===== config.mk =====
export PLATFORM = sky130hd
export DESIGN_NAME = postfix_expression_evaluator_flat
export DESIGN_NICKNAME = d
export VERILOG_FILES = /design/src/hw/rtl/pfx_pkg.sv /design/src/hw/rtl/pfx_if.sv /design/src/hw/rtl/pfx_front.sv /design/src/hw/rtl/pfx_queue.sv /design/src/hw/rtl/pfx_divider.sv /design/src/hw/rtl/pfx_back.sv /design/src/hw/rtl/postfix_expression_evaluator.sv /design/src/flat_wrapper.sv
export SDC_FILE = /design/constraint.sdc
export NUM_CORES = 2
export LEC_CHECK = 0
export BUFFER_PORTS_ARGS = -buffer_cell sky130_fd_sc_hd__buf_2
export CAP_MARGIN = 5
export CORE_UTILIZATION = 23
export CTS_BUF_LIST = sky130_fd_sc_hd__clkbuf_8
export DETAILED_ROUTE_END_ITERATION = 10
export HOLD_SLACK_MARGIN = 0.02
export PLACE_DENSITY = 0.41
export REMOVE_ABC_BUFFERS = 1
export SETUP_SLACK_MARGIN = 0.4
export SYNTH_ARGS = -nofsm -noshare
export SYNTH_HDL_FRONTEND = slang
export SYNTH_SLANG_ARGS = --single-unit

===== constraint.sdc =====
create_clock -name clk -period 11.7 [get_ports clk]
set_clock_uncertainty 0.1 [all_clocks]
set_input_delay 2.34 -clock clk [delete_from_list [all_inputs] [get_ports clk]]
set_output_delay 2.34 -clock clk [all_outputs]
set_load 0.05 [all_outputs]

===== src/hw/rtl/pfx_pkg.sv =====
// shared types, constants and codes for the postfix evaluator
`default_nettype none
package pfx_pkg;
  localparam int unsigned StackDepth = 16;
  localparam int unsigned SpW = $clog2(StackDepth);
  localparam int unsigned CntW = $clog2(StackDepth + 1);
  localparam int unsigned QDepth = 4;
  localparam int unsigned QPtrW = $clog2(QDepth);

  localparam logic [2:0] ST_OK        = 3'd0;
  localparam logic [2:0] ST_EMPTY     = 3'd1;
  localparam logic [2:0] ST_INVALID   = 3'd2;
  localparam logic [2:0] ST_UNDERFLOW = 3'd3;
  localparam logic [2:0] ST_OVERFLOW  = 3'd4;
  localparam logic [2:0] ST_DIVZERO   = 3'd5;

  localparam logic [7:0] CH_ZERO  = 8'h30;
  localparam logic [7:0] CH_NINE  = 8'h39;
  localparam logic [7:0] CH_PLUS  = 8'h2b;
  localparam logic [7:0] CH_MINUS = 8'h2d;
  localparam logic [7:0] CH_STAR  = 8'h2a;
  localparam logic [7:0] CH_SLASH = 8'h2f;
  localparam logic [7:0] CH_SPACE = 8'h20;

  localparam logic [1:0] OP_ADD = 2'd0;
  localparam logic [1:0] OP_SUB = 2'd1;
  localparam logic [1:0] OP_MUL = 2'd2;
  localparam logic [1:0] OP_DIV = 2'd3;

  // one command from front to back
  typedef struct packed {
    logic        push;
    logic [31:0] num;
    logic        is_op;
    logic [1:0]  op;
    logic        invalid;
    logic        last;
  } cmd_t;
endpackage
`default_nettype wire


===== src/hw/rtl/pfx_if.sv =====
// valid/ready channel interfaces
`default_nettype none
interface pfx_in_if;
  logic       valid;
  logic       ready;
  logic [7:0] ch;
  logic       last;
  modport source (output valid, ch, last, input ready);
  modport sink (input valid, ch, last, output ready);
endinterface

interface pfx_out_if;
  logic        valid;
  logic        ready;
  logic [31:0] value;
  logic [2:0]  status;
  modport source (output valid, value, status, input ready);
  modport sink (input valid, value, status, output ready);
endinterface
`default_nettype wire


===== src/hw/rtl/pfx_front.sv =====
// character classifier and number builder
`default_nettype none
module pfx_front (
  input  wire logic          clk,
  input  wire logic          rst_n,
  pfx_in_if.sink             in_ch,
  output pfx_pkg::cmd_t      cmd,
  output logic               cmd_valid,
  input  wire logic          cmd_ready
);
  import pfx_pkg::*;

  logic [31:0] accum_r;
  logic        in_num_r;
  logic        is_digit;
  logic [31:0] acc_ext;

  assign is_digit = (in_ch.ch >= CH_ZERO) && (in_ch.ch <= CH_NINE);
  assign acc_ext = (accum_r << 3) + (accum_r << 1) + {24'd0, in_ch.ch - CH_ZERO};

  // a digit without last needs no command
  assign cmd_valid = in_ch.valid && !(is_digit && !in_ch.last);
  assign in_ch.ready = cmd_ready || (is_digit && !in_ch.last);

  always_comb begin
    cmd = '0;
    cmd.last = in_ch.last;
    if (is_digit) begin
      cmd.push = 1'b1;
      cmd.num = acc_ext;
    end else begin
      cmd.push = in_num_r;
      cmd.num = accum_r;
      unique case (in_ch.ch)
        CH_PLUS:  begin cmd.is_op = 1'b1; cmd.op = OP_ADD; end
        CH_MINUS: begin cmd.is_op = 1'b1; cmd.op = OP_SUB; end
        CH_STAR:  begin cmd.is_op = 1'b1; cmd.op = OP_MUL; end
        CH_SLASH: begin cmd.is_op = 1'b1; cmd.op = OP_DIV; end
        CH_SPACE: ;
        default:  cmd.invalid = 1'b1;
      endcase
    end
  end

  always_ff @(posedge clk) begin
    if (!rst_n) begin
      accum_r <= '0;
      in_num_r <= 1'b0;
    end else if (in_ch.valid && in_ch.ready) begin
      if (is_digit && !in_ch.last) begin
        accum_r <= acc_ext;
        in_num_r <= 1'b1;
      end else begin
        accum_r <= '0;
        in_num_r <= 1'b0;
      end
    end
  end
endmodule
`default_nettype wire


===== src/hw/rtl/pfx_queue.sv =====
// small command fifo between front and back
`default_nettype none
module pfx_queue (
  input  wire logic          clk,
  input  wire logic          rst_n,
  input  wire pfx_pkg::cmd_t wr_data,
  input  wire logic          wr_valid,
  output logic               wr_ready,
  output pfx_pkg::cmd_t      rd_data,
  output logic               rd_valid,
  input  wire logic          rd_ready
);
  import pfx_pkg::*;

  cmd_t             mem_r [QDepth];
  logic [QPtrW-1:0] wp_r, rp_r;
  logic [QPtrW:0]   cnt_r;
  logic             wr_en, rd_en;

  assign wr_ready = cnt_r != (QPtrW+1)'(QDepth);
  assign rd_valid = cnt_r != '0;
  assign rd_data = mem_r[rp_r];
  assign wr_en = wr_valid && wr_ready;
  assign rd_en = rd_valid && rd_ready;

  always_ff @(posedge clk) begin
    if (wr_en) mem_r[wp_r] <= wr_data;
  end

  always_ff @(posedge clk) begin
    if (!rst_n) begin
      wp_r <= '0;
      rp_r <= '0;
      cnt_r <= '0;
    end else begin
      if (wr_en) wp_r <= wp_r + 1'b1;
      if (rd_en) rp_r <= rp_r + 1'b1;
      cnt_r <= cnt_r + (QPtrW+1)'(wr_en) - (QPtrW+1)'(rd_en);
    end
  end

  a_no_overfill: assert property (@(posedge clk) disable iff (!rst_n)
    cnt_r <= (QPtrW+1)'(QDepth)) else $error("queue count beyond depth");
  a_full_blocks: assert property (@(posedge clk) disable iff (!rst_n)
    cnt_r == (QPtrW+1)'(QDepth) |-> !wr_ready) else $error("write allowed when full");
  a_empty_step: assert property (@(posedge clk) disable iff (!rst_n)
    cnt_r == '0 && !wr_en |=> cnt_r == '0) else $error("count moved without write");
endmodule
`default_nettype wire


===== src/hw/rtl/pfx_divider.sv =====
// iterative signed divider, one quotient bit per cycle
`default_nettype none
module pfx_divider (
  input  wire logic        clk,
  input  wire logic        rst_n,
  input  wire logic        start,
  input  wire logic [31:0] num,
  input  wire logic [31:0] den,
  output logic             done,
  output logic [31:0]      quot
);
  logic [31:0] q_r, d_r;
  logic [31:0] rem_r;
  logic [5:0]  cnt_r;
  logic        neg_r, busy_r;
  logic [32:0] trial;

  assign trial = {rem_r, q_r[31]} - {1'b0, d_r};
  assign done = busy_r && cnt_r == 6'd0;
  assign quot = neg_r ? 32'd0 - q_r : q_r;

  always_ff @(posedge clk) begin
    if (!rst_n) begin
      busy_r <= 1'b0;
      cnt_r <= '0;
    end else if (start) begin
      busy_r <= 1'b1;
      cnt_r <= 6'd32;
    end else if (busy_r) begin
      if (cnt_r == 6'd0) busy_r <= 1'b0;
      else cnt_r <= cnt_r - 6'd1;
    end
  end

  always_ff @(posedge clk) begin
    if (start) begin
      q_r <= num[31] ? 32'd0 - num : num;
      d_r <= den[31] ? 32'd0 - den : den;
      rem_r <= '0;
      neg_r <= num[31] ^ den[31];
    end else if (busy_r && cnt_r != 6'd0) begin
      if (!trial[32]) begin
        rem_r <= trial[31:0];
        q_r <= {q_r[30:0], 1'b1};
      end else begin
        rem_r <= {rem_r[30:0], q_r[31]};
        q_r <= {q_r[30:0], 1'b0};
      end
    end
  end
endmodule
`default_nettype wire


===== src/hw/rtl/pfx_back.sv =====
// operand stack and operator execution
`default_nettype none
module pfx_back (
  input  wire logic          clk,
  input  wire logic          rst_n,
  input  wire pfx_pkg::cmd_t cmd,
  input  wire logic          cmd_valid,
  output logic               cmd_ready,
  pfx_out_if.source          out_res
);
  import pfx_pkg::*;

  localparam logic [2:0] S_IDLE = 3'd0;
  localparam logic [2:0] S_RD   = 3'd1;
  localparam logic [2:0] S_EXEC = 3'd2;
  localparam logic [2:0] S_DIV  = 3'd3;
  localparam logic [2:0] S_FIN  = 3'd4;
  localparam logic [2:0] S_TOP  = 3'd5;

  logic [31:0]     stk_r [StackDepth];
  logic [CntW-1:0] cnt_r;
  logic [2:0]      err_r, state_r;
  logic [31:0]     rd_a_r, rd_b_r, res_r;
  logic [SpW-1:0]  ra_idx, rb_idx;
  logic            out_valid_r;
  logic [31:0]     out_value_r;
  logic [2:0]      out_status_r;
  logic            pend_push_r;
  logic            div_start, div_done;
  logic [31:0]     div_q;
  logic [31:0]     mul_r;
  logic            full;
  cmd_t            cmd_r;

  assign full = cnt_r == CntW'(StackDepth);
  assign ra_idx = SpW'(cnt_r - CntW'(1));
  assign rb_idx = SpW'(cnt_r - CntW'(2));
  assign cmd_ready = state_r == S_IDLE && !pend_push_r;
  assign out_res.valid = out_valid_r;
  assign out_res.value = out_value_r;
  assign out_res.status = out_status_r;
  assign div_start = state_r == S_EXEC && cmd_r.op == OP_DIV && rd_a_r != 32'd0;

  pfx_divider u_div (
    .clk(clk), .rst_n(rst_n), .start(div_start),
    .num(rd_b_r), .den(rd_a_r), .done(div_done), .quot(div_q)
  );

  always_ff @(posedge clk) begin
    rd_a_r <= stk_r[ra_idx];
    rd_b_r <= stk_r[rb_idx];
    mul_r <= stk_r[rb_idx] * stk_r[ra_idx];
  end

  always_ff @(posedge clk) begin
    if (state_r == S_IDLE && cmd_valid && cmd_ready && cmd.push && !full)
      stk_r[ra_idx + SpW'(1)] <= cmd.num;
    else if (pend_push_r && cnt_r != CntW'(StackDepth))
      stk_r[ra_idx + SpW'(1)] <= res_r;
  end

  always_ff @(posedge clk) begin
    if (!rst_n) begin
      state_r <= S_IDLE;
      cnt_r <= '0;
      err_r <= ST_OK;
      out_valid_r <= 1'b0;
      pend_push_r <= 1'b0;
    end else begin
      if (out_valid_r && out_res.ready) out_valid_r <= 1'b0;
      if (pend_push_r) begin
        pend_push_r <= 1'b0;
        cnt_r <= cnt_r + CntW'(1);
        state_r <= cmd_r.last ? S_FIN : S_IDLE;
      end else begin
        unique case (state_r)
          S_IDLE: if (cmd_valid && cmd_ready) begin
            cmd_r <= cmd;
            if (cmd.push) begin
              if (full) begin
                if (err_r < ST_UNDERFLOW) err_r <= ST_OVERFLOW;
              end else cnt_r <= cnt_r + CntW'(1);
            end
            state_r <= S_RD;
          end
          S_RD: begin
            if (cmd_r.is_op) begin
              if (cnt_r < CntW'(2)) begin
                if (err_r < ST_UNDERFLOW) err_r <= ST_UNDERFLOW;
                state_r <= cmd_r.last ? S_FIN : S_IDLE;
              end else state_r <= S_EXEC;
            end else begin
              if (cmd_r.invalid && err_r == ST_OK) err_r <= ST_INVALID;
              state_r <= cmd_r.last ? S_FIN : S_IDLE;
            end
          end
          S_EXEC: begin
            cnt_r <= cnt_r - CntW'(2);
            unique case (cmd_r.op)
              OP_ADD: begin res_r <= rd_b_r + rd_a_r; pend_push_r <= 1'b1; end
              OP_SUB: begin res_r <= rd_b_r - rd_a_r; pend_push_r <= 1'b1; end
              OP_MUL: begin res_r <= mul_r; pend_push_r <= 1'b1; end
              OP_DIV: begin
                if (rd_a_r == 32'd0) begin
                  if (err_r < ST_UNDERFLOW) err_r <= ST_DIVZERO;
                  res_r <= 32'd0;
                  pend_push_r <= 1'b1;
                end else state_r <= S_DIV;
              end
              default: ;
            endcase
          end
          S_DIV: if (div_done) begin
            res_r <= div_q;
            pend_push_r <= 1'b1;
          end
          S_FIN: state_r <= S_TOP;
          S_TOP: if (!out_valid_r) begin
            out_valid_r <= 1'b1;
            if (err_r >= ST_UNDERFLOW) begin
              out_value_r <= '0;
              out_status_r <= err_r;
            end else if (cnt_r == '0) begin
              out_value_r <= '0;
              out_status_r <= ST_EMPTY;
            end else begin
              out_value_r <= rd_a_r;
              out_status_r <= err_r;
            end
            cnt_r <= '0;
            err_r <= ST_OK;
            state_r <= S_IDLE;
          end
          default: state_r <= S_IDLE;
        endcase
      end
    end
  end

  a_err_range: assert property (@(posedge clk) disable iff (!rst_n)
    err_r <= ST_DIVZERO) else $error("error code out of range");
  a_cnt_range: assert property (@(posedge clk) disable iff (!rst_n)
    cnt_r <= CntW'(StackDepth)) else $error("stack count beyond depth");
  a_sticky: assert property (@(posedge clk) disable iff (!rst_n)
    $past(err_r) >= ST_UNDERFLOW && state_r != S_IDLE |-> err_r == $past(err_r))
    else $error("hard error not sticky");
endmodule
`default_nettype wire


===== src/hw/rtl/postfix_expression_evaluator.sv =====
// top level of the postfix expression evaluator
// usage:
//   in channel takes one ascii character per transaction, with last marking
//   the final character of an expression
//   out channel gives one transaction per expression: value and status
//   digits that are not last are taken by the front end with no command
//   other characters pass through a four-entry command fifo to the back end
//   push or space: idle, read; add, sub or mul: also exec and result push
//   division uses a radix-2 iterative divider
//   the final report leaves through S_FIN and S_TOP after the last command
//   reset (rst_n low, synchronous) empties the stack, the fifo and errors
//   the stack has no reset; only written entries are read
//   a stalled out channel holds the result; the back end runs on until the
//   next report, while the front end keeps filling the fifo until it is full
`default_nettype none
module postfix_expression_evaluator (
  input  wire logic clk,
  input  wire logic rst_n,
  pfx_in_if.sink    in_ch,
  pfx_out_if.source out_res
);
  import pfx_pkg::*;

  cmd_t f_cmd, q_cmd;
  logic f_valid, f_ready, q_valid, q_ready;

  pfx_front u_front (
    .clk(clk), .rst_n(rst_n), .in_ch(in_ch),
    .cmd(f_cmd), .cmd_valid(f_valid), .cmd_ready(f_ready)
  );

  pfx_queue u_queue (
    .clk(clk), .rst_n(rst_n),
    .wr_data(f_cmd), .wr_valid(f_valid), .wr_ready(f_ready),
    .rd_data(q_cmd), .rd_valid(q_valid), .rd_ready(q_ready)
  );

  pfx_back u_back (
    .clk(clk), .rst_n(rst_n),
    .cmd(q_cmd), .cmd_valid(q_valid), .cmd_ready(q_ready),
    .out_res(out_res)
  );
endmodule
`default_nettype wire

===== src/flat_wrapper.sv =====
// flat-port wrapper written by rule: the top's interface ports become plain ports
module postfix_expression_evaluator_flat import pfx_pkg::*;
  (clk, rst_n, in_ch_valid, in_ch_ch, in_ch_last, in_ch_ready, out_res_valid, out_res_value, out_res_status, out_res_ready);
  pfx_in_if in_ch_i ();
  pfx_out_if out_res_i ();
  input  wire logic clk;
  input  wire logic rst_n;
  input wire logic [$bits(in_ch_i.valid)-1:0] in_ch_valid;
  input wire logic [$bits(in_ch_i.ch)-1:0] in_ch_ch;
  input wire logic [$bits(in_ch_i.last)-1:0] in_ch_last;
  output wire logic [$bits(in_ch_i.ready)-1:0] in_ch_ready;
  output wire logic [$bits(out_res_i.valid)-1:0] out_res_valid;
  output wire logic [$bits(out_res_i.value)-1:0] out_res_value;
  output wire logic [$bits(out_res_i.status)-1:0] out_res_status;
  input wire logic [$bits(out_res_i.ready)-1:0] out_res_ready;
  assign in_ch_i.valid = in_ch_valid;
  assign in_ch_i.ch = in_ch_ch;
  assign in_ch_i.last = in_ch_last;
  assign in_ch_ready = in_ch_i.ready;
  assign out_res_valid = out_res_i.valid;
  assign out_res_value = out_res_i.value;
  assign out_res_status = out_res_i.status;
  assign out_res_i.ready = out_res_ready;
  postfix_expression_evaluator u_core (.clk(clk), .rst_n(rst_n), .in_ch(in_ch_i), .out_res(out_res_i));
endmodule

# Yosys cells after proc, flatten, opt, wreduce, memory -nomap -nowiden
# Memory sizes are Yosys's and may differ from the RTL's. A register that Yosys moved wholly into a read port is not among the register bits.
# Index checks and enable logic that the tools add are counted.
# Widths: inputs -> output; s select.
[op_classes]
bitwise = 6
n_reduce_logical = 50
n_eq_ne = 37
multipliers = 1
n_addsub = 18
magnitude_cmp = 5
n_mux = 70
[op_table]
columns = ["op", "n"]
rows = [
  ["$mux 32", 9],
  ["$pmux 32 s4", 1],
  ["$sub 1x32->32 const A", 3],
  ["$add 32x32->32", 2],
  ["$pmux 32 s2", 1],
  ["$mux 3", 21],
  ["$eq 8x6->1 const B", 5],
  ["$mux 33", 1],
  ["$sub 33x32->33", 1],
  ["$add 32x8->32", 1],
  ["$logic_not 32->1", 1],
  ["$mul 32x32->32", 1],
  ["$reduce_bool 32->1", 1],
  ["$sub 32x32->32", 1],
  ["$mux 31", 1],
  ["$mux 5", 5],
  ["$ne 3x3->1 const B", 8],
  ["$pmux 3 s4", 2],
  ["$mux 1", 19],
  ["$logic_and 1x1->1", 18],
  ["$mux 6", 3],
  ["$pmux 3 s6", 1],
  ["$pmux 5 s3", 1],
  ["$reduce_and 5->1", 3],
  ["46 further kinds", 77],
]
[totals]
n_memories = 2
ramBits = 664
out_inout_bits = 37
input_bits = 13
word_cells = 217
ff_bits = 325
[memory_table]
columns = ["memory", "depth", "word_bits", "read_ports", "rd_clocked_by_memory_dff", "wr", "line", "source"]
rows = [
  ["u_core.u_back.stk_r", 16, 32, 2, 0, 1, "pfx_back.sv:20", "logic [31:0] stk_r [StackDepth];"],
  ["u_core.u_queue.mem_r", 4, 38, 1, 1, 1, "pfx_queue.sv:15", "cmd_t mem_r [QDepth];"],
]

# Logic depth before layout (Yosys ltp)
[logic_depth]
word_depth = 8
depth_mapped = 46
ltp_nobuf = 34

# Cells and area by module
# From an unflattened synthesis, not the netlist that was laid out.
[unflattened]
cells_unflattened = 5370
hier_area_um2 = 64968.6
[modules_own_cells]
columns = ["module", "cells_each", "instances", "area_per_inst_um2", "seq_area_each_um2"]
rows = [
  ["pfx_back", 3767, 1, 47356.7, 19718.9],
  ["pfx_divider", 869, 1, 7777.5, 2732.6],
  ["pfx_queue", 246, 1, 5967.0, 4744.6],
  ["pfx_front", 488, 1, 3867.5, 660.6],
]

# Worst setup path before layout
# No wires, ideal clock.
[synth_path]
path_kind = "reg2reg"
from = "reg u_core.u_back.cnt_r[1]"
to = "reg u_core.u_back.mul_r[31]"
arrival_ns = 10.508
n_path_buf = 13
period_less_slack_ns = 10.737
path_stages_with_launch = 43
t_required_ns = 11.471
path_slack_ns = 0.963
setup_time_ns = 0.129
cell_sequence = "dfxtp_1 -> buf_2 -> buf_2 -> buf_2 -> buf_2 -> buf_4 -> buf_4 -> inv_1 -> ha_1 -> buf_2 -> buf_2 -> buf_2 -> buf_2 -> buf_1 -> mux4_2 -> mux4_2 -> clkbuf_1 -> clkbuf_1 -> (+7 left out) -> inv_1 -> fa_1 -> fa_1 -> fa_1 -> fa_1 -> ha_1 -> a21o_1 -> a21oi_1 -> o21bai_1 -> a21o_1 -> a21o_1 -> a221oi_1 -> o31ai_1 -> a21oi_1 -> nor2b_1 -> o21a_1 -> o41ai_1 -> xnor2_1"
[synth_between]
elab_chain_len = 3
word_cells_on_any_way = 4
cone_classes = "add/sub: 2; mul: 1; memory: 1"
[synth_lines]
columns = ["element", "line", "source"]
rows = [
  ["start: declaration", "pfx_back.sv:21", "logic [CntW-1:0] cnt_r;"],
  ["start signal: assignment", "pfx_back.sv:73", "cnt_r <= cnt_r + CntW'(1);"],
  ["start signal: assignment", "pfx_back.sv:82", "end else cnt_r <= cnt_r + CntW'(1);"],
  ["start signal: assignment", "pfx_back.sv:98", "cnt_r <= cnt_r - CntW'(2);"],
  ["$sub 5x2->5 or $sub 4x1->4 (tied branches)", "n/a", ""],
  ["$mem_v2 16x32 *", "n/a", ""],
  ["$mul 32x32->32 *", "pfx_back.sv:52", "mul_r <= stk_r[rb_idx] * stk_r[ra_idx];"],
  ["end signal: assignment", "pfx_back.sv:52", ""],
  ["end: declaration", "pfx_back.sv:31", "logic [31:0] mul_r;"],
]
# Every way passes the cells marked *; elsewhere a longest branch is shown, timed or not.
# A chain may end at the register's enable or synchronous reset.

# Worst setup path in the final report
[layout_path]
from = "reg u_core.u_back.cnt_r[2]"
to = "reg u_core.u_back.mul_r[31]"
# The elaborated chain is that of the path after synthesis.

==> Implementation_results.wiki <==
{| class="wikitable"
! Metric !! Value
|-
| Count of mapped cells out of synthesis || about 5,300
|-
| Overall via count from detail_route || about 42,000
|-
| Depth of the worst hold-timing path || 2
|-
| Cell occurring most often along the worst timing path || sky130_fd_sc_hd__fa_1
|-
| Synthesized cell area || ~64,000 um^2
|-
| Number of optimization iterations in the first detailed-route pass || 6
|-
| Share of the clock period used by the worst path after layout || 0.921
|-
| Final count of negative-setup-slack endpoints || 0
|-
| CP max stage delay || approximately 0.74 ns
|-
| Most used flip-flop cell after synthesis || sky130_fd_sc_hd__edfxtp_1
|-
| Distinct cell type count after synthesis || 80
|-
| Total overflow reported by the global router || 0
|-
| R2R Path Start || u_core.u_back.cnt_r[2]
|-
| Number of buffers created by CTS || ~180
|-
| Number of flip-flops and latches in the synthesized netlist || slightly below 1,000
|-
| Final weighted congestion in routability-driven placement || 0.867
|-
| Mean number of vias per cell || roughly 4.6
|-
| CP top delay family || adder cells
|-
| Number of maximum-capacitance violations || 0
|-
| Register-to-register path setup slack || 0.92 ns
|-
| Highest fanout seen on the critical path || 21
|-
| Antenna violations before repair || 19
|-
| Clock tree from TritonCTS || done
|-
| Top Ports || 50
|-
| Worst path bufs/invs || 5
|-
| Clock Path Buffers || 3
|-
| Sink of the worst hold path || u_core.u_front.accum_r[31]
|-
| Leading post-synthesis cells by cell area || sky130_fd_sc_hd__edfxtp_1, sky130_fd_sc_hd__fa_1, sky130_fd_sc_hd__mux4_2
|-
| Buffer type at the clock tree root || sky130_fd_sc_hd__clkbuf_8
|-
| Async set-or-reset flop fraction in the synthesized netlist || 0
|-
| Critical path type || reg -> reg
|-
| Status || finished clean
|-
| Global-route wire length before repair || approximately 310 mm
|-
| Initial core utilization || 0.232
|-
| Final count of pins violating max slew || 0
|-
| Total Die Area || around 280,000 um^2
|-
| Number of hold-slack violations in the final timing report || 0
|-
| Width of the chip || roughly 530 um
|-
| Endpoint of the most critical register-to-register path || u_core.u_back.mul_r[31]
|-
| Post-synthesis cell type with the largest combined area || sky130_fd_sc_hd__edfxtp_1
|-
| Net count, final || ~6,100
|-
| Core Util, Final || 0.264
|-
| Sequential element share of the synthesized area || 0.437
|-
| Critical path data arrival time || 11.50 ns
|-
| Area overhead of the layout relative to synthesis || 13.7%
|-
| Total number of clock tree sinks || between 900 and 1,000
|-
| Fmax || around 93 MHz
|-
| Number of antenna-violating nets in the routed design || 0
|-
| Final HPWL DP || 152 mm
|-
| Core ar. || 275,000 um^2
|-
| Total global routing track utilization || 0.155
|-
| Chip height || 529 um
|-
| Worst-margin pin slew || roughly 1.2 ns
|-
| Setup repair after global routing missed its margin || no
|-
| Port-buffer cells || just under 50
|-
| Detailed-route wire length || ~220 mm
|-
| Worst hold start || u_core.u_front.accum_r[31]
|-
| Data required, critical path || 12.42 ns
|-
| Post-detailed-route DRC marker count || 0
|-
| Slowest library cell on the worst path || sky130_fd_sc_hd__o21ai_4
|-
| WHS || approximately 0.37 ns
|-
| Class of the most critical hold timing path || reg -> reg
|-
| Worst slew margin relative to its limit || 0.169
|-
| DR iter-0 viols || between 3,000 and 4,000
|-
| Pin count of the biggest net entering global routing || a little over 90
|-
| Final critical path time including I/O delays and setup || approximately 11 ns
|-
| Worst reg-to-reg path cell count || 27
|-
| Via count of the first global-routing pass || 43,600
|-
| Count of flip-flops with a built-in enable after synthesis || 801
|-
| Nature of the critical path endpoint || flip-flop
|-
| CTS Hold Bufs || 0
|-
| Area share of the leading cell type in the synthesized netlist || 0.377
|-
| Worst Setup Start Kind || flip-flop
|-
| CTS clk-pin slew, worst paths || roughly 0.060 ns
|-
| Share of cells above drive strength 1 || 0.156
|-
| H-tree depth reported by CTS || 4
|-
| Clock Latency Late Sink || 1.00 ns
|-
| WL per Instance || ~23 um
|-
| Mean instance size in the synthesized netlist || between 10 and 15 um^2
|-
| Row Count || around 190
|-
| Yosys Warn Count || 0
|}
## flip-flops by register name, summed over array words and instances (netlist names), 6 cells and up, named ones only
name	cells
u_core.u_back.rd_b_r	32
u_core.u_back.u_div.d_r	32
u_core.u_back.rd_a_r	32
u_core.u_back.u_div.rem_r	32
u_core.u_queue.mem_r	152
u_core.u_back.out_res.value	32
u_core.u_back.u_div.cnt_r	6
u_core.u_back.stk_r	512
u_core.u_back.mul_r	32
u_core.u_back.res_r	32
u_core.u_front.accum_r	32
u_core.u_back.u_div.q_r	32
## cell type report
class                      instances  area [um^2]
tap                             3686         4610
timing repair buffer             176         1290
inverter                         584         2200
clock inverter                   145          938
fill                           28700       202000
sequential                       991        27900
clock buffer                     191         2630
multi-input combinational       3449        33000
antenna                           12         30.0
## worst max path at each step
stage	cells after the start	startpoint	to	slack (ns)
final	27	u_core.u_back.cnt_r[2]	u_core.u_back.mul_r[31]	0.92
after global routing	28	u_core.u_back.cnt_r[2]	u_core.u_back.mul_r[31]	0.42
after CTS	28	u_core.u_back.cnt_r[2]	u_core.u_back.mul_r[31]	0.72
after detailed placement	27	u_core.u_back.cnt_r[2]	u_core.u_back.mul_r[31]	-0.17
after global placement	29	u_core.u_back.cnt_r[2]	u_core.u_back.mul_r[31]	0.03
after floorplan	30	u_core.u_back.cnt_r[0]	u_core.u_back.mul_r[31]	-10.67
## worst register-to-register path, stage by stage, from the launching register on
cell and delay (ns):
sky130_fd_sc_hd__dfxtp_1 0.53, sky130_fd_sc_hd__inv_1 0.20, sky130_fd_sc_hd__ha_1 0.43, sky130_fd_sc_hd__a21boi_1 0.63, sky130_fd_sc_hd__xnor2_4 0.33, sky130_fd_sc_hd__buf_4 0.37, sky130_fd_sc_hd__o21ai_4 0.75, sky130_fd_sc_hd__inv_1 0.47
sky130_fd_sc_hd__and2_1 0.32, sky130_fd_sc_hd__fa_1 0.55, sky130_fd_sc_hd__inv_1 0.05, sky130_fd_sc_hd__fa_1 0.51, sky130_fd_sc_hd__fa_1 0.47, sky130_fd_sc_hd__fa_1 0.56, sky130_fd_sc_hd__inv_1 0.07, sky130_fd_sc_hd__fa_1 0.48
sky130_fd_sc_hd__fa_1 0.57, sky130_fd_sc_hd__fa_1 0.44, sky130_fd_sc_hd__fa_1 0.50, sky130_fd_sc_hd__ha_1 0.39, sky130_fd_sc_hd__a21o_1 0.20, sky130_fd_sc_hd__a221oi_1 0.41, sky130_fd_sc_hd__o31ai_1 0.16, sky130_fd_sc_hd__a21oi_1 0.24
sky130_fd_sc_hd__nor2b_1 0.07, sky130_fd_sc_hd__o21a_1 0.20, sky130_fd_sc_hd__o41ai_2 0.48, sky130_fd_sc_hd__xnor2_1 0.15
## cell families (layout without fill, tap and decap cells)
logic type | count (synthesis) | after routing | synth area share
multiplexers | 380 | 380 | 0.124
adder cells (fa/ha/maj) | 679 | 679 | 0.182
AO/OA/AOI/OAI | 664 | 664 | 0.0655
other | 0 | 12 | 0
AND/OR/NAND/NOR | 1425 | 1425 | 0.0984
buffers and inverters | 843 | 1096 | 0.0520
flip-flops | 991 | 991 | 0.437
XOR/XNOR | 301 | 301 | 0.0413
## placed cells by master (no fill, tap or decap), types with 45 or more instances in the layout
cell and count:
sky130_fd_sc_hd__nor2_1 374, sky130_fd_sc_hd__o21ai_0 183, sky130_fd_sc_hd__ha_1 260, sky130_fd_sc_hd__fa_1 417, sky130_fd_sc_hd__mux4_2 323, sky130_fd_sc_hd__buf_2 49, sky130_fd_sc_hd__dfxtp_1 186, sky130_fd_sc_hd__and2_1 89
sky130_fd_sc_hd__inv_1 638, sky130_fd_sc_hd__buf_4 119, sky130_fd_sc_hd__edfxtp_1 801, sky130_fd_sc_hd__nand3_1 98, sky130_fd_sc_hd__a21oi_1 152, sky130_fd_sc_hd__clkinv_1 45, sky130_fd_sc_hd__xor2_1 124, sky130_fd_sc_hd__a21o_1 70
sky130_fd_sc_hd__xnor2_1 170, sky130_fd_sc_hd__nand2_1 627, sky130_fd_sc_hd__clkbuf_8 191, sky130_fd_sc_hd__mux2_2 48
## cell usage after synthesis, types with 7 or more instances
master	instances
sky130_fd_sc_hd__or4_1	7
sky130_fd_sc_hd__nand2b_1	28
sky130_fd_sc_hd__a21oi_1	152
sky130_fd_sc_hd__inv_1	577
sky130_fd_sc_hd__a31oi_1	21
sky130_fd_sc_hd__or2_2	9
sky130_fd_sc_hd__fa_1	417
sky130_fd_sc_hd__o41ai_1	10
sky130_fd_sc_hd__nor2b_1	39
sky130_fd_sc_hd__buf_2	45
sky130_fd_sc_hd__nand4_1	15
sky130_fd_sc_hd__o21a_1	17
sky130_fd_sc_hd__o31ai_1	31
sky130_fd_sc_hd__o21ai_1	20
sky130_fd_sc_hd__dfxtp_1	190
sky130_fd_sc_hd__edfxtp_1	801
sky130_fd_sc_hd__nor3_1	40
sky130_fd_sc_hd__nor2_1	391
sky130_fd_sc_hd__a21boi_0	25
sky130_fd_sc_hd__xor2_1	128
sky130_fd_sc_hd__and3_1	12
sky130_fd_sc_hd__ha_1	262
sky130_fd_sc_hd__buf_1	24
sky130_fd_sc_hd__o211ai_1	10
sky130_fd_sc_hd__mux4_2	323
sky130_fd_sc_hd__a211oi_1	17
sky130_fd_sc_hd__nor4_1	10
sky130_fd_sc_hd__xnor2_1	173
sky130_fd_sc_hd__mux2i_1	9
sky130_fd_sc_hd__o21ai_0	194
sky130_fd_sc_hd__a21o_1	70
sky130_fd_sc_hd__or3_1	27
sky130_fd_sc_hd__and2_1	94
sky130_fd_sc_hd__clkbuf_1	166
sky130_fd_sc_hd__nand3_1	99
sky130_fd_sc_hd__mux2_2	48
sky130_fd_sc_hd__o21bai_1	10
sky130_fd_sc_hd__a221oi_1	22
sky130_fd_sc_hd__nand2_1	628
sky130_fd_sc_hd__a2111oi_0	7
sky130_fd_sc_hd__buf_4	21
## layer usage
metal | vias to the layer above | track usage | wire length [um]
li1 | 18700 | - | -
met1 | 22000 | 0.210 | 97300
met2 | 1090 | 0.258 | 104000
met3 | 231 | 0.0249 | 11800
met4 | 2 | 0.0343 | 3590
met5 | - | 0 | 9
## repair_timing
item / 4_1_cts / 5_1_grt
gates resized for setup: 6 / 3
endpoints found under the setup margin: 1 / 1
buffers inserted: 0 / 5
## per-stage QoR
stage                     worst slack [ns]  setup TNS (ns)  area (um^2)  instances
after detailed placement            -0.171          -0.171        68900       8881
after global routing                 0.420               0        72600       9228
final                                0.921               0        72600       9234
after global placement              0.0253               0        68900       8880
after CTS                            0.719               0        72500       9217
after floorplan                     -10.67        -3369.89        62700       5024
Power is left out: the tool's default activity adds up to more than one toggle a clock period on the data nets, which glitch-free logic cannot reach.
